[config.mk]
export PLATFORM = sky130hd
export DESIGN_NAME = decimal_digit_arithmetic_unit
export DESIGN_NICKNAME = d
export VERILOG_FILES = /design/src/design/ddau_pkg.sv /design/src/design/decimal_digit_arithmetic_unit.sv /design/src/design/ddau_datapath.sv /design/src/design/ddau_ctrl.sv
export VERILOG_INCLUDE_DIRS = /design/src /design/src/design
export SDC_FILE = /design/constraint.sdc
export NUM_CORES = 1
export LEC_CHECK = 0
export ABC_CLOCK_PERIOD_IN_PS = 26500
export BUFFER_PORTS_ARGS = -buffer_cell sky130_fd_sc_hd__buf_2
export CAP_MARGIN = 10
export CORE_ASPECT_RATIO = 1.1
export CORE_MARGIN = 5
export CORE_UTILIZATION = 25
export CTS_BUF_LIST = sky130_fd_sc_hd__clkbuf_8 sky130_fd_sc_hd__clkbuf_16
export DETAILED_ROUTE_END_ITERATION = 12
export SYNTH_ARGS = -nofsm -noshare
export SYNTH_HDL_FRONTEND = slang
export SYNTH_HIERARCHICAL = 1
export SYNTH_SLANG_ARGS = --single-unit
[constraint.sdc]
create_clock -name clk_i -period 26.5 [get_ports clk_i]
set_clock_uncertainty 0.1 [all_clocks]
set_input_delay 5.3 -clock clk_i [delete_from_list [all_inputs] [get_ports clk_i]]
set_output_delay 5.3 -clock clk_i [all_outputs]
set_load 0.05 [all_outputs]
[src/design/decimal_digit_arithmetic_unit_assert.svh]
// Assertion macros for the BCD arithmetic unit.
// Included by modules that check their own control sequencing.
`ifndef DECIMAL_DIGIT_ARITHMETIC_UNIT_ASSERT_SVH
`define DECIMAL_DIGIT_ARITHMETIC_UNIT_ASSERT_SVH

// Same-cycle implication, disabled while reset is asserted.
`define DDAU_ASSERT_IMP(lbl, clk, rst_n, ante, cons) \
  lbl: assert property (@(posedge clk) disable iff (!rst_n) (ante) |-> (cons)) \
    else $error("ddau assertion failed");

// Next-cycle implication, disabled while reset is asserted.
`define DDAU_ASSERT_NXT(lbl, clk, rst_n, ante, cons) \
  lbl: assert property (@(posedge clk) disable iff (!rst_n) (ante) |=> (cons)) \
    else $error("ddau assertion failed");

`endif

[src/design/ddau_pkg.sv]
// Shared types and constants of the BCD arithmetic unit.
// No dependencies.
`timescale 1ns / 1ps

package ddau_pkg;

  localparam int DIGITS = 16;
  localparam int DW     = 4 * DIGITS;
  localparam int CntW   = $clog2(DIGITS);

  typedef enum logic [2:0] {
    OP_ADD = 3'd0,
    OP_SUB = 3'd1,
    OP_MUL = 3'd2,
    OP_DIV = 3'd3,
    OP_CMP = 3'd4
  } op_e;

  typedef enum logic [1:0] {
    STS_OK    = 2'd0,
    STS_UNDER = 2'd1,
    STS_DIVZ  = 2'd2,
    STS_BAD   = 2'd3
  } status_e;

  typedef struct packed {
    logic load;
    logic dstep;
    logic mend;
    logic sub;
    logic dshift;
    logic dtry;
    logic publish;
  } cmd_t;

  typedef struct packed {
    op_e     in_op;
    status_e in_status;
    logic    try_ok;
  } sts_t;

endpackage

[src/design/decimal_digit_arithmetic_unit.sv]
// Top level of the BCD arithmetic unit: sequencer plus datapath.
// Depends on ddau_pkg, ddau_ctrl and ddau_datapath.
`timescale 1ns / 1ps
//
// Usage: a request carries op, a_digits and b_digits (packed BCD, low digit in
// the low nibble; nibbles at or above DIGITS are ignored). It is taken when
// in_valid_i is high and in_stall_o is low. One result per request comes out on
// result_low_o, result_high_o, order_o and status_o, taken when out_valid_o is
// high and out_stall_i is low. One request is worked at a time.
// Work per op, with DIGITS = D: add steps one digit per cycle through the
//   digit MAC, subtract makes one pass of the word BCD subtractor, multiply
//   runs D rows of D digit steps, each ended by a row close, divide does a
//   digit shift plus up to ten compare-subtract tries on the shared word
//   subtractor for each digit, and compare or error go straight to the result.
// The result sits in an output register, so a new request is taken as soon as
// the previous result is parked there, even while the receiver stalls; a stall
// only holds the finished result and then the next one in its final state.
// Reset clears the sequencer and the output valid flag; data registers are not
// reset.
module decimal_digit_arithmetic_unit import ddau_pkg::*; (
  input  logic              clk_i,
  input  logic              rst_ni,
  input  logic              in_valid_i,
  output logic              in_stall_o,
  input  logic [2:0]        op_i,
  input  logic [63:0]       a_digits_i,
  input  logic [63:0]       b_digits_i,
  output logic              out_valid_o,
  input  logic              out_stall_i,
  output logic [63:0]       result_low_o,
  output logic [63:0]       result_high_o,
  output logic signed [1:0] order_o,
  output logic [1:0]        status_o
);

  cmd_t cmd;
  sts_t sts;

  // Sequencer: walks digits and rows, owns both handshakes
  ddau_ctrl u_ctrl (
    .clk_i      (clk_i),
    .rst_ni     (rst_ni),
    .in_valid_i (in_valid_i),
    .in_stall_o (in_stall_o),
    .out_valid_o(out_valid_o),
    .out_stall_i(out_stall_i),
    .sts_i      (sts),
    .cmd_o      (cmd)
  );

  // Datapath: operand shifters, digit MAC, word subtractor, result register
  ddau_datapath u_dp (
    .clk_i        (clk_i),
    .op_i         (op_i),
    .a_digits_i   (a_digits_i),
    .b_digits_i   (b_digits_i),
    .cmd_i        (cmd),
    .sts_o        (sts),
    .result_low_o (result_low_o),
    .result_high_o(result_high_o),
    .order_o      (order_o),
    .status_o     (status_o)
  );

endmodule

[src/design/ddau_datapath.sv]
// Datapath of the BCD arithmetic unit: operand registers, digit MAC, word subtractor.
// Depends on ddau_pkg.
`timescale 1ns / 1ps

module ddau_datapath import ddau_pkg::*; (
  input  logic               clk_i,
  input  logic [2:0]         op_i,
  input  logic [63:0]        a_digits_i,
  input  logic [63:0]        b_digits_i,
  input  cmd_t               cmd_i,
  output sts_t               sts_o,
  output logic [63:0]        result_low_o,
  output logic [63:0]        result_high_o,
  output logic signed [1:0]  order_o,
  output logic [1:0]         status_o
);

  localparam int RW = DW + 4;

  function automatic logic [RW:0] bcd_sub(input logic [RW-1:0] x, input logic [RW-1:0] y);
    logic [RW:0]   d;
    logic [RW:0]   bw;
    logic [RW-1:0] f;
    d  = {1'b0, x} - {1'b0, y};
    bw = {d[RW], x ^ y ^ d[RW-1:0]};
    for (int k = 0; k < DIGITS + 1; k++) begin
      f[4*k +: 4] = bw[4*k+4] ? (d[4*k +: 4] - 4'd6) : d[4*k +: 4];
    end
    return {d[RW], f};
  endfunction

  logic [DW-1:0] a_q, b_q, p_q, lo_q, q_q;
  logic [RW-1:0] rem_q;
  logic [3:0]    c_q, qd_q;
  op_e           op_q;
  status_e       status_q;
  logic signed [1:0] ord_q;
  logic [63:0]   res_lo_q, res_hi_q;
  logic signed [1:0] res_ord_q;
  logic [1:0]    res_sts_q;

  // Input checks
  logic [DW-1:0] a_in, b_in;
  logic          bad_in, bzero_in;
  logic signed [1:0] ord_in;
  status_e       sts_in;
  op_e           op_in;

  assign a_in  = a_digits_i[DW-1:0];
  assign b_in  = b_digits_i[DW-1:0];
  assign op_in = op_e'(op_i);

  always_comb begin
    bad_in = 1'b0;
    for (int k = 0; k < DIGITS; k++) begin
      if (a_in[4*k +: 4] > 4'd9 || b_in[4*k +: 4] > 4'd9) bad_in = 1'b1;
    end
  end

  assign bzero_in = (b_in == '0);
  assign ord_in   = (a_in > b_in) ? 2'sb01 : ((a_in < b_in) ? 2'sb11 : 2'sb00);

  always_comb begin
    if (bad_in) sts_in = STS_BAD;
    else if (op_in == OP_SUB && ord_in == 2'sb11) sts_in = STS_UNDER;
    else if (op_in == OP_DIV && bzero_in) sts_in = STS_DIVZ;
    else sts_in = STS_OK;
  end

  // Digit multiply-accumulate: p + a*m + carry, split into digit and carry
  logic [3:0]  mul_m, dig, cy;
  logic [7:0]  prod, t;
  logic [18:0] recip;

  assign mul_m = (op_q == OP_ADD) ? 4'd1 : b_q[3:0];
  assign prod  = {4'd0, a_q[3:0]} * {4'd0, mul_m};
  assign t     = {4'd0, p_q[3:0]} + prod + {4'd0, c_q};
  assign recip = {11'd0, t} * 19'd205;
  assign cy    = recip[14:11];
  assign dig   = 4'(t - ({4'd0, cy} * 8'd10));

  // Shared word subtractor
  logic [RW-1:0] sx, sy, sdiff;
  logic          sbrw;
  assign sx = cmd_i.sub ? {4'd0, a_q} : rem_q;
  assign sy = {4'd0, b_q};
  assign {sbrw, sdiff} = bcd_sub(sx, sy);

  logic try_ok;
  assign try_ok = !sbrw && (qd_q != 4'd9);

  assign sts_o = '{in_op: op_in, in_status: sts_in, try_ok: try_ok};

  always_ff @(posedge clk_i) begin
    if (cmd_i.load) begin
      a_q      <= a_in;
      b_q      <= b_in;
      p_q      <= (op_in == OP_ADD) ? b_in : '0;
      lo_q     <= '0;
      q_q      <= '0;
      rem_q    <= '0;
      c_q      <= '0;
      qd_q     <= '0;
      op_q     <= op_in;
      status_q <= sts_in;
      ord_q    <= ord_in;
    end
    if (cmd_i.dstep) begin
      p_q <= {dig, p_q[DW-1:4]};
      a_q <= {a_q[3:0], a_q[DW-1:4]};
      c_q <= cy;
    end
    if (cmd_i.mend) begin
      lo_q <= {p_q[3:0], lo_q[DW-1:4]};
      p_q  <= {c_q, p_q[DW-1:4]};
      c_q  <= '0;
      b_q  <= {b_q[3:0], b_q[DW-1:4]};
    end
    if (cmd_i.sub) begin
      p_q <= sdiff[DW-1:0];
    end
    if (cmd_i.dshift) begin
      rem_q <= {rem_q[DW-1:0], a_q[DW-1:DW-4]};
      a_q   <= {a_q[DW-5:0], 4'd0};
      qd_q  <= '0;
    end
    if (cmd_i.dtry) begin
      if (try_ok) begin
        rem_q <= sdiff;
        qd_q  <= qd_q + 4'd1;
      end else begin
        q_q <= {q_q[DW-5:0], qd_q};
      end
    end
    if (cmd_i.publish) begin
      res_ord_q <= ord_q;
      res_sts_q <= status_q;
      if (status_q == STS_OK) begin
        case (op_q)
          OP_ADD: begin
            res_lo_q <= 64'(p_q);
            res_hi_q <= 64'(c_q);
          end
          OP_SUB: begin
            res_lo_q <= 64'(p_q);
            res_hi_q <= '0;
          end
          OP_MUL: begin
            res_lo_q <= 64'(lo_q);
            res_hi_q <= 64'(p_q);
          end
          OP_DIV: begin
            res_lo_q <= 64'(q_q);
            res_hi_q <= '0;
          end
          default: begin
            res_lo_q <= '0;
            res_hi_q <= '0;
          end
        endcase
      end else begin
        res_lo_q <= '0;
        res_hi_q <= '0;
      end
    end
  end

  assign result_low_o  = res_lo_q;
  assign result_high_o = res_hi_q;
  assign order_o       = res_ord_q;
  assign status_o      = res_sts_q;

endmodule

[src/design/ddau_ctrl.sv]
// Sequencer of the BCD arithmetic unit: digit and row counters, handshakes.
// Depends on ddau_pkg and the assertion macro header.
`timescale 1ns / 1ps
`include "decimal_digit_arithmetic_unit_assert.svh"

module ddau_ctrl import ddau_pkg::*; (
  input  logic clk_i,
  input  logic rst_ni,
  input  logic in_valid_i,
  output logic in_stall_o,
  output logic out_valid_o,
  input  logic out_stall_i,
  input  sts_t sts_i,
  output cmd_t cmd_o
);

  typedef enum logic [2:0] {
    S_IDLE, S_ADD, S_MUL_DIG, S_MUL_END, S_SUB, S_DIV_SHIFT, S_DIV_TRY, S_FIN
  } state_e;

  localparam logic [CntW-1:0] Last = CntW'(DIGITS - 1);

  state_e          state_q;
  logic [CntW-1:0] cnt_q, row_q;
  logic            out_valid_q;
  logic            slot_free;

  assign slot_free  = !out_valid_q || !out_stall_i;
  assign in_stall_o = (state_q != S_IDLE);
  assign out_valid_o = out_valid_q;

  always_comb begin
    cmd_o         = '0;
    cmd_o.load    = (state_q == S_IDLE) && in_valid_i;
    cmd_o.dstep   = (state_q == S_ADD) || (state_q == S_MUL_DIG);
    cmd_o.mend    = (state_q == S_MUL_END);
    cmd_o.sub     = (state_q == S_SUB);
    cmd_o.dshift  = (state_q == S_DIV_SHIFT);
    cmd_o.dtry    = (state_q == S_DIV_TRY);
    cmd_o.publish = (state_q == S_FIN) && slot_free;
  end

  always_ff @(posedge clk_i or negedge rst_ni) begin
    if (!rst_ni) begin
      state_q     <= S_IDLE;
      cnt_q       <= '0;
      row_q       <= '0;
      out_valid_q <= 1'b0;
    end else begin
      if (cmd_o.publish) out_valid_q <= 1'b1;
      else if (!out_stall_i) out_valid_q <= 1'b0;
      case (state_q)
        S_IDLE: begin
          cnt_q <= '0;
          row_q <= '0;
          if (in_valid_i) begin
            if (sts_i.in_status != STS_OK) begin
              state_q <= S_FIN;
            end else begin
              case (sts_i.in_op)
                OP_ADD:  state_q <= S_ADD;
                OP_SUB:  state_q <= S_SUB;
                OP_MUL:  state_q <= S_MUL_DIG;
                OP_DIV:  state_q <= S_DIV_SHIFT;
                default: state_q <= S_FIN;
              endcase
            end
          end
        end
        S_ADD: begin
          cnt_q <= cnt_q + 1'b1;
          if (cnt_q == Last) state_q <= S_FIN;
        end
        S_MUL_DIG: begin
          cnt_q <= cnt_q + 1'b1;
          if (cnt_q == Last) state_q <= S_MUL_END;
        end
        S_MUL_END: begin
          row_q <= row_q + 1'b1;
          state_q <= (row_q == Last) ? S_FIN : S_MUL_DIG;
        end
        S_SUB: state_q <= S_FIN;
        S_DIV_SHIFT: state_q <= S_DIV_TRY;
        S_DIV_TRY: begin
          if (!sts_i.try_ok) begin
            cnt_q <= cnt_q + 1'b1;
            state_q <= (cnt_q == Last) ? S_FIN : S_DIV_SHIFT;
          end
        end
        S_FIN: begin
          if (slot_free) state_q <= S_IDLE;
        end
        default: state_q <= S_IDLE;
      endcase
    end
  end

  `DDAU_ASSERT_IMP(a_pub_free, clk_i, rst_ni, cmd_o.publish, slot_free)
  `DDAU_ASSERT_NXT(a_mul_done, clk_i, rst_ni, state_q == S_MUL_END && row_q == Last, state_q == S_FIN)
  `DDAU_ASSERT_NXT(a_bad_fin, clk_i, rst_ni, cmd_o.load && sts_i.in_status != STS_OK, state_q == S_FIN)
  `DDAU_ASSERT_NXT(a_pub_valid, clk_i, rst_ni, cmd_o.publish, out_valid_q)

endmodule

==> results.json <==
{
  "outcome": "finished, final reports clean",
  "ys_types": 86,
  "crit_arrival_ns": 9.23,
  "cts-resized-gates": 0,
  "setup.worst_path.start": "u_dp/op_q[1]",
  "synth_cells": 3330,
  "min_period_over_period": 0.339,
  "hpwl_mm": 97.4,
  "crit_top_cell": "fa_1",
  "vias": 27400,
  "cts_tree": "built",
  "grt.total_usage": 0.177,
  "postCtsHoldBufs": 0,
  "wl_per_cell_um": 24.1,
  "layout_setup_ws_ns": 17.51,
  "area_growth_pct": 16.0,
  "critPathMaxStageDelay_ns": 0.56,
  "grt_pass1_wl_mm": 182,
  "place.gp.congestion": 0.925,
  "r2r_slack_ns": 17.51,
  "nets": 3850,
  "worstPathMaxFanout": 62,
  "maxSlewViolCount": 0,
  "cts_max_path_buffers": 3,
  "post-place-ws_ns": 17.56,
  "vias_per_cell": 5.16,
  "min_from": "u_dp/q_q[37]",
  "synthArstFlopShare": 0.0219,
  "worst-setup-path-type": "reg -> reg",
  "multi_input_area_sq_um": 16400,
  "start_util": 0.252,
  "rr_startpoint": "u_dp/op_q[1]",
  "finalCriticalPeriod_ns": 8.99,
  "ant_nets": 0,
  "cts.clk_slew.worst_paths_ns": 0.06,
  "fillers": 13800,
  "worst_slew_pin_slew_ns": 1.20,
  "port_buffers": 268,
  "crit_required_ns": 26.74,
  "syn-num-nets": 3689,
  "htreeDepth": 3,
  "grt_max_degree": 194,
  "synth_seq_cells": 547,
  "hp-class": "reg -> reg",
  "slew_headroom": 0.191,
  "grt_overflow_total": 0,
  "first_pass_iters": 6,
  "rsz0062_at_grt": "no",
  "clockRootBuffer": "clkbuf_16",
  "drtIter0Drc": 2999,
  "drc": 0,
  "netlist_area_sq_um": 32900,
  "setup_viol": 0,
  "ios": 269,
  "die_x_um": 356,
  "first_global_vias": 25900,
  "die_height_um": 390,
  "hold_viol": 0,
  "cp-end-kind": "flop",
  "wl_mm": 128,
  "antenna_found_initial": 27,
  "seq_area_sq_um": 14900,
  "clock_latency_ns": 0.64,
  "ys.flop_type": "edfxtp_1",
  "drive_above_1_share": 0.142,
  "cts_setup_buffers": 0,
  "synth-edff-count": 391,
  "startpoint_type": "flop",
  "avgSynthCellArea_sq_um": 9.88,
  "cts-buffers-inserted": 67,
  "drv_cap": 0,
  "yosysSeqAreaShare": 0.454,
  "cp_slowest_cell": "fa_1",
  "die_area_sq_um": 139000,
  "core_sq_um": 131000,
  "fin_setup_tns_ns": 0,
  "fmax_mhz": 111,
  "rows": 139,
  "cts.sinks": 547,
  "yosys_warnings": 6
}
==> path summary, 6_finish.rpt <==
path / endpoint / cells after the start
worst max-delay path: u_dp/p_q[63] / 33
worst min-delay path: u_dp/q_q[41] / 2
worst max register to register: u_dp/p_q[63] / 33
worst min register to register: u_dp/q_q[41] / 2
max in group asynchronous: u_ctrl/state_q[0] / 1
min in group asynchronous: u_ctrl/cnt_q[2] / 1
==> cell usage after synthesis, types with 33 or more instances <==
cell type / count / share of area
xor2_1: 35 / 0.0093
nand2b_1: 82 / 0.016
a211oi_1: 78 / 0.018
nand2_1: 305 / 0.035
xnor2_1: 76 / 0.020
nor2_1: 195 / 0.022
mux2_2: 65 / 0.022
buf_2: 34 / 0.0052
clkbuf_1: 129 / 0.015
o21ai_0: 304 / 0.046
nand4_1: 40 / 0.0076
and2_1: 130 / 0.025
a221oi_1: 102 / 0.027
edfxtp_1: 391 / 0.36
inv_1: 205 / 0.023
ha_1: 201 / 0.076
a21o_1: 52 / 0.012
a21oi_1: 216 / 0.033
nand3_1: 33 / 0.0050
mux2i_1: 150 / 0.046
dfxtp_1: 144 / 0.088
==> layer usage <==
metal	up-vias	track usage	routed length, um
li1	12500	-	-
met1	13300	0.253	56000
met2	1410	0.268	54800
met3	199	0.0447	14100
met4	16	0.0423	3170
met5	-	0	110
==> through the flow <==
step | std cells | utilization | hold WS (ns) | cell area [sq um]
after floorplan | 3330 | - | 0.300 | 32900
after global placement | 5184 | 0.275 | 0.356 | 35900
after detailed placement | 5184 | 0.275 | 0.363 | 35900
after CTS | 5307 | 0.292 | 0.371 | 38100
after global routing | 5307 | 0.292 | 0.402 | 38100
final | 5316 | 0.292 | 0.369 | 38200
==> registers in the layout (all words and copies together), names as in the netlist, 64 cells and up <==
name,cells
u_dp/q_q,64
u_dp/rem_q,68
u_dp/b_q,64
u_dp/a_q,64
u_dp/result_low_o,64
u_dp/p_q,64
u_dp/lo_q,64
u_dp/result_high_o,64
==> cells in the final DEF, fill, tap and decap left out, types with 35 or more instances in the layout <==
master	Yosys	routed
a21o_1	52	52
nor2_1	195	189
nand2_1	305	305
dfxtp_1	144	144
mux2_2	65	65
edfxtp_1	391	391
a211oi_1	78	78
mux2i_1	150	150
clkbuf_16	0	68
ha_1	201	201
nand2b_1	82	82
xor2_1	35	35
o21ai_0	304	304
buf_2	34	268
inv_1	205	210
a21oi_1	216	215
nand4_1	40	40
xnor2_1	76	76
and2_1	130	129
a221oi_1	102	102
==> kinds of logic after synthesis <==
family / share of synthesized area
AOI/OAI and AO/OA: 0.171
DFF: 0.454
adders and majority gates: 0.0907
muxes: 0.0683
buffers and inverters: 0.0498
xor gates and xnor gates: 0.0304
and+or+nand+nor: 0.137
==> final cells by class <==
cell class                      count  area share
Clock buffer                       71      0.0457
Clock inverter                     52      0.0131
Timing Repair Buffer              296      0.0410
Sequential cell                   547       0.391
Multi-Input combinational cell   2372       0.430
Tap cell                         1762      0.0578
Antenna cell                        9    0.000590
Inverter                          207      0.0204
==> worst max-delay path, delay by kind of cell (launching register included) <==
kind | cells | cell delay [ns]
xor gates and xnor gates | 6 | 1.11
buffers and inverters | 5 | 0.71
DFF | 1 | 0.32
adders and majority gates | 10 | 4.41
and+or+nand+nor | 6 | 1.03
AOI/OAI and AO/OA | 6 | 0.98
Power is not shown: default switching activity piles up to over one toggle a cycle in this logic, so the estimate is an artifact.
